[src/design/hlg_pkg.sv]
`timescale 1ns / 1ps
`default_nettype none
// ----------------------------------------------------------------------------
// Huber loss gradient package
// Shared item types, widths and defaults of the Huber loss gradient block.
// ----------------------------------------------------------------------------
package hlg_pkg;

  localparam int DELTA_W          = 15;
  localparam int DIFF_W           = 17;
  localparam int OPA_W            = 17;
  localparam int OPB_W            = 18;
  localparam int PROD_W           = OPA_W + OPB_W;
  localparam int LOSS_W           = PROD_W - 1;
  localparam int SUM_W            = 48;
  localparam int MEAN_W           = 32;
  localparam int MAX_ELEMENTS_DEF = 65536;
  localparam int QUEUE_DEPTH_DEF  = 4;

  localparam logic [DELTA_W-1:0] DELTA_RESET = 15'd256;

  typedef struct packed {
    logic signed [15:0] prediction;
    logic signed [15:0] target;
    logic               last_element;
  } in_item_t;

  typedef struct packed {
    logic signed [DIFF_W-1:0] gradient;
    logic [MEAN_W-1:0]        mean_loss;
    logic                     loss_valid;
  } out_item_t;

  typedef struct packed {
    logic signed [DIFF_W-1:0] grad;
    logic [OPA_W-1:0]         op_a;
    logic [OPB_W-1:0]         op_b;
    logic                     last;
  } work_item_t;

endpackage : hlg_pkg
`default_nettype wire

[src/design/hlg_front.sv]
`timescale 1ns / 1ps
`default_nettype none
// ----------------------------------------------------------------------------
// Huber loss gradient front end
// Holds the delta register, accepts items and classifies each difference as
// quadratic or linear, forming the gradient and the loss multiplier operands.
// ----------------------------------------------------------------------------
module hlg_front
  import hlg_pkg::*;
(
  input  wire logic               clk,
  input  wire logic               rst_n,
  input  wire logic               push,
  input  wire in_item_t           in_data,
  input  wire logic               q_full,
  output      logic               q_wr,
  output      work_item_t         q_wr_data,
  input  wire logic               cfg_valid,
  output      logic               cfg_ready,
  input  wire logic [DELTA_W-1:0] cfg_data
);

  logic [DELTA_W-1:0]       delta_r;
  logic [DELTA_W-1:0]       delta_nxt;
  logic signed [DIFF_W-1:0] diff;
  logic [DIFF_W-1:0]        mag;
  logic [DIFF_W-1:0]        delta_ext;
  logic                     quad;

  assign cfg_ready = 1'b1;
  assign delta_nxt = (cfg_valid && cfg_ready) ? cfg_data : delta_r;

  always_ff @(posedge clk) begin
    if (!rst_n) begin
      delta_r <= DELTA_RESET;
    end else begin
      delta_r <= delta_nxt;
    end
  end

  always_comb begin
    diff      = {in_data.prediction[15], in_data.prediction}
              - {in_data.target[15], in_data.target};
    mag       = diff[DIFF_W-1] ? (~diff + DIFF_W'(1)) : diff;
    delta_ext = DIFF_W'(delta_r);
    quad      = (mag <= delta_ext);

    q_wr_data.last = in_data.last_element;
    if (quad) begin
      q_wr_data.grad = diff;
      q_wr_data.op_a = mag;
      q_wr_data.op_b = {1'b0, mag};
    end else begin
      q_wr_data.grad = diff[DIFF_W-1] ? (~delta_ext + DIFF_W'(1)) : delta_ext;
      q_wr_data.op_a = delta_ext;
      q_wr_data.op_b = {mag, 1'b0} - OPB_W'(delta_r);
    end
  end

  assign q_wr = push && !q_full;

endmodule : hlg_front
`default_nettype wire

[src/design/hlg_queue.sv]
`timescale 1ns / 1ps
`default_nettype none
// ----------------------------------------------------------------------------
// Huber loss gradient work queue
// Short register queue between the front end and the back end.
// ----------------------------------------------------------------------------
module hlg_queue
  import hlg_pkg::*;
#(
  parameter int DEPTH = QUEUE_DEPTH_DEF
) (
  input  wire logic       clk,
  input  wire logic       rst_n,
  input  wire logic       wr,
  input  wire work_item_t wr_data,
  output      logic       full,
  input  wire logic       rd,
  output      work_item_t rd_data,
  output      logic       empty
);

  localparam int PTR_W = (DEPTH > 1) ? $clog2(DEPTH) : 1;
  localparam int CNT_W = $clog2(DEPTH + 1);

  work_item_t       mem_r [DEPTH];
  logic [PTR_W-1:0] wp_r;
  logic [PTR_W-1:0] rp_r;
  logic [CNT_W-1:0] cnt_r;
  logic [PTR_W-1:0] wp_nxt;
  logic [PTR_W-1:0] rp_nxt;
  logic [CNT_W-1:0] cnt_nxt;

  assign full    = (cnt_r == CNT_W'(DEPTH));
  assign empty   = (cnt_r == '0);
  assign rd_data = mem_r[rp_r];

  always_comb begin
    wp_nxt  = wp_r;
    rp_nxt  = rp_r;
    cnt_nxt = cnt_r;
    if (wr) begin
      wp_nxt = (wp_r == PTR_W'(DEPTH - 1)) ? '0 : wp_r + PTR_W'(1);
    end
    if (rd) begin
      rp_nxt = (rp_r == PTR_W'(DEPTH - 1)) ? '0 : rp_r + PTR_W'(1);
    end
    if (wr && !rd) begin
      cnt_nxt = cnt_r + CNT_W'(1);
    end else if (rd && !wr) begin
      cnt_nxt = cnt_r - CNT_W'(1);
    end
  end

  always_ff @(posedge clk) begin
    if (!rst_n) begin
      wp_r  <= '0;
      rp_r  <= '0;
      cnt_r <= '0;
    end else begin
      wp_r  <= wp_nxt;
      rp_r  <= rp_nxt;
      cnt_r <= cnt_nxt;
    end
    if (wr) begin
      mem_r[wp_r] <= wr_data;
    end
  end

endmodule : hlg_queue
`default_nettype wire

[src/design/hlg_back.sv]
`timescale 1ns / 1ps
`default_nettype none
// ----------------------------------------------------------------------------
// Huber loss gradient back end
// Multiplies out the per-item loss, accumulates sum and count, divides for
// the mean on the last item and holds the result register.
// ----------------------------------------------------------------------------
module hlg_back
  import hlg_pkg::*;
#(
  parameter int MAX_ELEMENTS = MAX_ELEMENTS_DEF
) (
  input  wire logic       clk,
  input  wire logic       rst_n,
  input  wire logic       q_empty,
  input  wire work_item_t q_data,
  output      logic       q_rd,
  input  wire logic       pop,
  output      logic       empty,
  output      out_item_t  out_data
);

  localparam int CNT_W     = $clog2(MAX_ELEMENTS + 1);
  localparam int DIV_CNT_W = $clog2(SUM_W);

  typedef enum logic [1:0] {
    S_IDLE,
    S_DIV,
    S_DONE
  } state_t;

  state_t                   state_r, state_nxt;
  logic                     m_v_r, m_v_nxt;
  logic [LOSS_W-1:0]        m_loss_r, m_loss_nxt;
  logic signed [DIFF_W-1:0] m_grad_r, m_grad_nxt;
  logic                     m_last_r, m_last_nxt;
  logic [SUM_W-1:0]         sum_r, sum_nxt;
  logic [CNT_W-1:0]         cnt_r, cnt_nxt;
  logic [SUM_W-1:0]         dq_r, dq_nxt;
  logic [CNT_W-1:0]         rem_r, rem_nxt;
  logic [CNT_W-1:0]         dv_r, dv_nxt;
  logic [DIV_CNT_W-1:0]     bc_r, bc_nxt;
  logic signed [DIFF_W-1:0] hold_grad_r, hold_grad_nxt;
  logic                     out_v_r, out_v_nxt;
  out_item_t                out_data_r, out_data_nxt;

  logic [PROD_W-1:0] prod;
  logic [SUM_W:0]    sum_add;
  logic [SUM_W-1:0]  sum_sat;
  logic [CNT_W-1:0]  cnt_inc;
  logic [CNT_W:0]    trial;
  logic              trial_ge;
  logic              out_free;
  logic              m_adv;

  assign empty    = !out_v_r;
  assign out_data = out_data_r;
  assign out_free = !out_v_r || pop;
  assign m_adv    = m_v_r && (state_r == S_IDLE) && (m_last_r || out_free);
  assign q_rd     = !q_empty && (!m_v_r || m_adv);

  always_comb begin
    prod     = PROD_W'(q_data.op_a) * PROD_W'(q_data.op_b);
    sum_add  = {1'b0, sum_r} + (SUM_W + 1)'(m_loss_r);
    sum_sat  = sum_add[SUM_W] ? '1 : sum_add[SUM_W-1:0];
    cnt_inc  = (cnt_r < CNT_W'(MAX_ELEMENTS)) ? cnt_r + CNT_W'(1) : cnt_r;
    trial    = {rem_r, dq_r[SUM_W-1]};
    trial_ge = (trial >= {1'b0, dv_r});
  end

  always_comb begin
    state_nxt     = state_r;
    m_v_nxt       = m_v_r;
    m_loss_nxt    = m_loss_r;
    m_grad_nxt    = m_grad_r;
    m_last_nxt    = m_last_r;
    sum_nxt       = sum_r;
    cnt_nxt       = cnt_r;
    dq_nxt        = dq_r;
    rem_nxt       = rem_r;
    dv_nxt        = dv_r;
    bc_nxt        = bc_r;
    hold_grad_nxt = hold_grad_r;
    out_v_nxt     = out_v_r && !pop;
    out_data_nxt  = out_data_r;

    if (m_adv) begin
      m_v_nxt = 1'b0;
    end
    if (q_rd) begin
      m_v_nxt    = 1'b1;
      m_loss_nxt = prod[PROD_W-1:1];
      m_grad_nxt = q_data.grad;
      m_last_nxt = q_data.last;
    end

    case (state_r)
      S_IDLE: begin
        if (m_adv) begin
          if (m_last_r) begin
            sum_nxt       = '0;
            cnt_nxt       = '0;
            dq_nxt        = sum_sat;
            dv_nxt        = cnt_inc;
            rem_nxt       = '0;
            bc_nxt        = DIV_CNT_W'(SUM_W - 1);
            hold_grad_nxt = m_grad_r;
            state_nxt     = S_DIV;
          end else begin
            sum_nxt                 = sum_sat;
            cnt_nxt                 = cnt_inc;
            out_v_nxt               = 1'b1;
            out_data_nxt.gradient   = m_grad_r;
            out_data_nxt.mean_loss  = '0;
            out_data_nxt.loss_valid = 1'b0;
          end
        end
      end
      S_DIV: begin
        rem_nxt = trial_ge ? CNT_W'(trial - {1'b0, dv_r}) : trial[CNT_W-1:0];
        dq_nxt  = {dq_r[SUM_W-2:0], trial_ge};
        bc_nxt  = bc_r - DIV_CNT_W'(1);
        if (bc_r == '0) begin
          state_nxt = S_DONE;
        end
      end
      S_DONE: begin
        if (out_free) begin
          out_v_nxt               = 1'b1;
          out_data_nxt.gradient   = hold_grad_r;
          out_data_nxt.mean_loss  = (|dq_r[SUM_W-1:MEAN_W]) ? '1 : dq_r[MEAN_W-1:0];
          out_data_nxt.loss_valid = 1'b1;
          state_nxt               = S_IDLE;
        end
      end
      default: begin
        state_nxt = S_IDLE;
      end
    endcase
  end

  always_ff @(posedge clk) begin
    if (!rst_n) begin
      state_r <= S_IDLE;
      m_v_r   <= 1'b0;
      out_v_r <= 1'b0;
      sum_r   <= '0;
      cnt_r   <= '0;
    end else begin
      state_r <= state_nxt;
      m_v_r   <= m_v_nxt;
      out_v_r <= out_v_nxt;
      sum_r   <= sum_nxt;
      cnt_r   <= cnt_nxt;
    end
    m_loss_r    <= m_loss_nxt;
    m_grad_r    <= m_grad_nxt;
    m_last_r    <= m_last_nxt;
    dq_r        <= dq_nxt;
    rem_r       <= rem_nxt;
    dv_r        <= dv_nxt;
    bc_r        <= bc_nxt;
    hold_grad_r <= hold_grad_nxt;
    out_data_r  <= out_data_nxt;
  end

  a_div_start: assert property (@(posedge clk) disable iff (!rst_n)
    (m_adv && m_last_r) |=> (state_r == S_DIV && sum_r == '0 && cnt_r == '0))
    else $error("last item did not start the division with cleared totals");

  a_divisor_nonzero: assert property (@(posedge clk) disable iff (!rst_n)
    (state_r == S_DIV) |-> (dv_r != '0))
    else $error("division started with a zero count");

  a_no_empty_read: assert property (@(posedge clk) disable iff (!rst_n)
    q_rd |-> !q_empty)
    else $error("back end read an empty queue");

  a_hold_while_busy: assert property (@(posedge clk) disable iff (!rst_n)
    (state_r != S_IDLE && m_v_r) |=> (m_v_r && $stable(m_loss_r)))
    else $error("multiplier stage moved during a division");

endmodule : hlg_back
`default_nettype wire

[src/design/huber_loss_gradient_top.sv]
`timescale 1ns / 1ps
`default_nettype none
// ----------------------------------------------------------------------------
// Huber loss gradient top level
// Streams prediction and target pairs, returns the Huber gradient of each
// and the mean Huber loss on the item marked last.
//
//   Channel  Ports                            Handshake
//   input    push, full, in_data              accepted when push and !full
//   result   empty, pop, out_data             accepted when pop and !empty
//   config   cfg_valid, cfg_ready, cfg_data   written when valid and ready
//
// One item can be accepted every cycle while full is low; an ordinary item
// passes through the queue, the multiplier stage and the result register.
// The item marked last runs a bit-serial 48-step division in the back end,
// during which the back end pauses while the front end fills the queue, raising full.
// Reset is synchronous and needs no clearing pass.
// ----------------------------------------------------------------------------
module huber_loss_gradient_top
  import hlg_pkg::*;
#(
  parameter int MAX_ELEMENTS = MAX_ELEMENTS_DEF,
  parameter int QUEUE_DEPTH  = QUEUE_DEPTH_DEF
) (
  input  wire logic               clk,
  input  wire logic               rst_n,
  input  wire logic               push,
  output      logic               full,
  input  wire in_item_t           in_data,
  output      logic               empty,
  input  wire logic               pop,
  output      out_item_t          out_data,
  input  wire logic               cfg_valid,
  output      logic               cfg_ready,
  input  wire logic [DELTA_W-1:0] cfg_data
);

  logic       q_wr;
  logic       q_rd;
  logic       q_full;
  logic       q_empty;
  work_item_t q_wr_data;
  work_item_t q_rd_data;

  assign full = q_full;

  hlg_front u_front (
    .clk       (clk),
    .rst_n     (rst_n),
    .push      (push),
    .in_data   (in_data),
    .q_full    (q_full),
    .q_wr      (q_wr),
    .q_wr_data (q_wr_data),
    .cfg_valid (cfg_valid),
    .cfg_ready (cfg_ready),
    .cfg_data  (cfg_data)
  );

  hlg_queue #(
    .DEPTH (QUEUE_DEPTH)
  ) u_queue (
    .clk     (clk),
    .rst_n   (rst_n),
    .wr      (q_wr),
    .wr_data (q_wr_data),
    .full    (q_full),
    .rd      (q_rd),
    .rd_data (q_rd_data),
    .empty   (q_empty)
  );

  hlg_back #(
    .MAX_ELEMENTS (MAX_ELEMENTS)
  ) u_back (
    .clk      (clk),
    .rst_n    (rst_n),
    .q_empty  (q_empty),
    .q_data   (q_rd_data),
    .q_rd     (q_rd),
    .pop      (pop),
    .empty    (empty),
    .out_data (out_data)
  );

endmodule : huber_loss_gradient_top
`default_nettype wire
[config.mk]
export PLATFORM = sky130hd
export DESIGN_NAME = huber_loss_gradient_top
export DESIGN_NICKNAME = d
export VERILOG_FILES = /design/src/design/hlg_pkg.sv /design/src/design/hlg_front.sv /design/src/design/hlg_queue.sv /design/src/design/hlg_back.sv /design/src/design/huber_loss_gradient_top.sv
export SDC_FILE = /design/constraint.sdc
export NUM_CORES = 2
export LEC_CHECK = 0
export ABC_AREA = 1
export BUFFER_PORTS_ARGS = -buffer_cell sky130_fd_sc_hd__buf_2
export CORE_ASPECT_RATIO = 0.75
export CORE_UTILIZATION = 40
export CTS_BUF_LIST = sky130_fd_sc_hd__clkbuf_2
export CTS_CLUSTER_SIZE = 24
export DETAILED_ROUTE_END_ITERATION = 7
export SYNTH_ARGS = -nofsm -noshare
export SYNTH_HDL_FRONTEND = slang
export SYNTH_SLANG_ARGS = --single-unit
[constraint.sdc]
create_clock -name clk -period 9 [get_ports clk]
set_clock_uncertainty 0.15 [all_clocks]
set_input_delay 1.35 -clock clk [delete_from_list [all_inputs] [get_ports clk]]
set_output_delay 1.35 -clock clk [all_outputs]
set_load 0.05 [all_outputs]
==> reports/metrics.yaml <==
status: "finished, final reports clean"
antenna_left: 0
cts_resized: 0
start_util_pct: 40.6
vias_per_cell: 5.08
yosys.area_share.simple_pct: 17.8
wl_per_cell_microns: 17.1
met1_usage_pct: 30.8
min-delay-start: "cfg_data[8]"
end_kind: "register"
clk_latency_ps: 1300
r2r_end: "u_back.m_loss_r[31]"
hold_path_class: "in -> reg"
htreeDepth: 3
dpl.hpwl_microns: 70800
post-route-period-util_pct: 84.0
numCtsBuffers: 116
cts_tree: "built"
fin_crit_ps: 7560
synth_compound_area_share_pct: 10.0
nNetsFinal: 4754
use_met3_pct: 5.20
reg2reg_slack_ps: 1440
max_cap_viol_count: 0
cp-start-kind: "register"
ys_seq_elements: 504
path_clk_slew_ps: 120
core_area_sq_mm: 0.0881
grt_pass1_wl_microns: 151000
use_met2_pct: 30.6
synth_edf_count: 411
synth.avg_cell_area_sq_um: 8.75
grt.overflow.total: 0
syn_to_final_growth_pct: 8.82
critPathMaxFanout: 48
portBuffers: 104
slew_headroom_pct: 27.0
hold-path-endpoint: "u_front.delta_r[8]"
fmax_mhz: 132
top_usage_layer: "met1"
tightest_slew_ps: 1090
drive_gt1_share_pct: 9.12
synth_top_area_share_pct: 34.5
drt_iter0_drc: 2231
fp.dieH_microns: 261
rsz0062_at_grt: "false"
tns_ps: 0
synth_fa_ha_area_share_pct: 21.2
path_class: "reg -> reg"
vias: 27900
async_flop_share_pct: 0
yosysUniqueCellTypes: 52
synth_ff_type: "edfxtp_1"
worstPathArrival_ps: 8490
die_w_microns: 347
yosysTopAreaCell: "edfxtp_1"
rows: 94
die-area_sq_mm: 0.0906
synth_seq_area_share_pct: 39.7
reg2reg_depth: 25
first_pass_iters: 6
grt_antenna_before_repair: 5
synth_xor_area_share_pct: 2.96
cts-hold-fix-buffers: 0
clockBufferDepth: 3
grt_max_degree: 72
cp.required_ps: 9930
postSynthCellCount: 4087
hold_path_depth: 3
postCtsSetupRepairBufs: 0
synthMuxAreaShare_pct: 0
setup_violations: 0
drv_slew: 0
synth_top_family_by_area: "adder cells"
drc: 0
syn_area_sq_mm: 0.0357
finalHoldViolCount: 0
ios: 106
num-fill-cells: 8739
synthTopCellsByArea: "edfxtp_1 35%, fa_1 14%, nand2_1 10%"
grt_pass1_vias: 27500
cts-root-buf: "clkbuf_2"
wl_microns: 94200
grtUsageTotal_pct: 21.0
synth_warnings: 0
clock-sinks: 504
place.gp.congestion: 0.970
## critical path: stages, from the launching register on
cell	delay, ps
dfxtp_1	510
inv_2	580
buf_12	310
a21oi_1	70
a32oi_1	530
inv_1	380
nor2_1	220
fa_1	210
inv_1	60
fa_1	420
fa_1	520
fa_1	560
inv_1	60
fa_1	530
inv_1	50
fa_1	520
inv_1	40
ha_1	340
nand2_1	130
nor4_1	440
nand3_1	120
nand3_1	160
nand2_1	60
o211ai_1	120
a21oi_1	130
xor2_1	150
## area by class of cell
type / instances / area [sq um] / area share [%]
Multi-Input combinational cell: 2818 / 18700 / 48.1
Sequential cell: 504 / 14200 / 36.5
Inverter: 642 / 2410 / 6.19
Tap cell: 1152 / 1440 / 3.71
Timing Repair Buffer: 159 / 946 / 2.43
Clock buffer: 183 / 916 / 2.35
Clock inverter: 38 / 272 / 0.698
Antenna cell: 4 / 10.0 / 0.0257
## flip-flops by register name, indices dropped and copies added, names as in the netlist, 34 cells and up, named ones only
signal and flops:
u_queue.mem_r 204, u_back.out_data 50, u_back.dq_r 48, u_back.sum_r 48, u_back.m_loss_r 34
## placed cells by master, fill, tap and decap left out, drive strengths merged, types with 33 or more instances in the layout
cell type and instances:
nor3 33, ha 216, nand3 111, nand2 980, buf 159, clkbuf 183, clkinv 38, nor2 386
edfxtp 411, a21oi 268, xor2 81, fa 244, a32oi 34, inv 639, dfxtp 93, o21ai 249
xnor2 40
## Yosys cell counts, types with 3 or more instances
| cell type | instances |
|---|---|
| a211oi_1 | 6 |
| a21boi_0 | 4 |
| a21o_1 | 14 |
| a21oi_1 | 268 |
| a31oi_1 | 20 |
| a32oi_1 | 34 |
| and2_1 | 3 |
| buf_1 | 8 |
| buf_2 | 11 |
| buf_4 | 3 |
| buf_6 | 4 |
| clkbuf_1 | 104 |
| clkinv_1 | 6 |
| dfxtp_1 | 93 |
| edfxtp_1 | 411 |
| fa_1 | 244 |
| ha_1 | 216 |
| inv_1 | 633 |
| inv_2 | 3 |
| nand2_1 | 973 |
| nand2_2 | 7 |
| nand3_1 | 107 |
| nand3_2 | 4 |
| nand3b_1 | 8 |
| nand4_1 | 31 |
| nor2_1 | 384 |
| nor3_1 | 33 |
| nor4_1 | 19 |
| o211ai_1 | 6 |
| o21a_1 | 5 |
| o21ai_0 | 245 |
| o21ai_1 | 3 |
| o21bai_1 | 9 |
| o22ai_1 | 17 |
| o31ai_1 | 5 |
| or2_2 | 7 |
| xnor2_1 | 40 |
| xor2_1 | 81 |
## cell families after synthesis
logic type	Yosys count
AO/OA/AOI/OAI	647
XOR/XNOR	121
adder cells (fa/ha/maj)	460
buffers and inverters	772
flip-flops	504
other	2
AND/OR/NAND/NOR	1581
## metrics by stage
step / instances / cell area (sq um) / hold WS, ps / worst slack, ps / utilization, %
floorplan: 4094 / 35800 / 277 / 2230 / -
global placement: 5275 / 37700 / 283 / 1450 / 42.8
detailed placement: 5275 / 37700 / 282 / 1370 / 42.8
CTS: 5496 / 38900 / 17.7 / 1500 / 44.1
global route: 5500 / 38900 / 25.5 / 898 / 44.2
finish: 5500 / 38900 / 178 / 1440 / 44.2
## routing by layer
| layer | vias up | wire length [microns] |
|---|---|---|
| li1 | 13700 | - |
| met1 | 13200 | 46000 |
| met2 | 908 | 38800 |
| met3 | 141 | 7390 |
| met4 | 6 | 1920 |
| met5 | - | 46 |
## worst max path at each step
| stage | startpoint | to | slack, ps | depth (start not counted) |
|---|---|---|---|---|
| global placement | register | u_back.m_loss_r[31] | 1450 | 23 |
| finish | register | u_back.m_loss_r[31] | 1440 | 25 |
| floorplan | register | u_back.m_loss_r[29] | 2230 | 26 |
| detailed placement | register | u_back.m_loss_r[29] | 1370 | 24 |
| global route | register | u_back.m_loss_r[31] | 900 | 25 |
| CTS | register | u_back.m_loss_r[29] | 1500 | 24 |
Power is left out: the tool's default activity adds up to more than one toggle a clock period on the data nets, which glitch-free logic cannot reach.
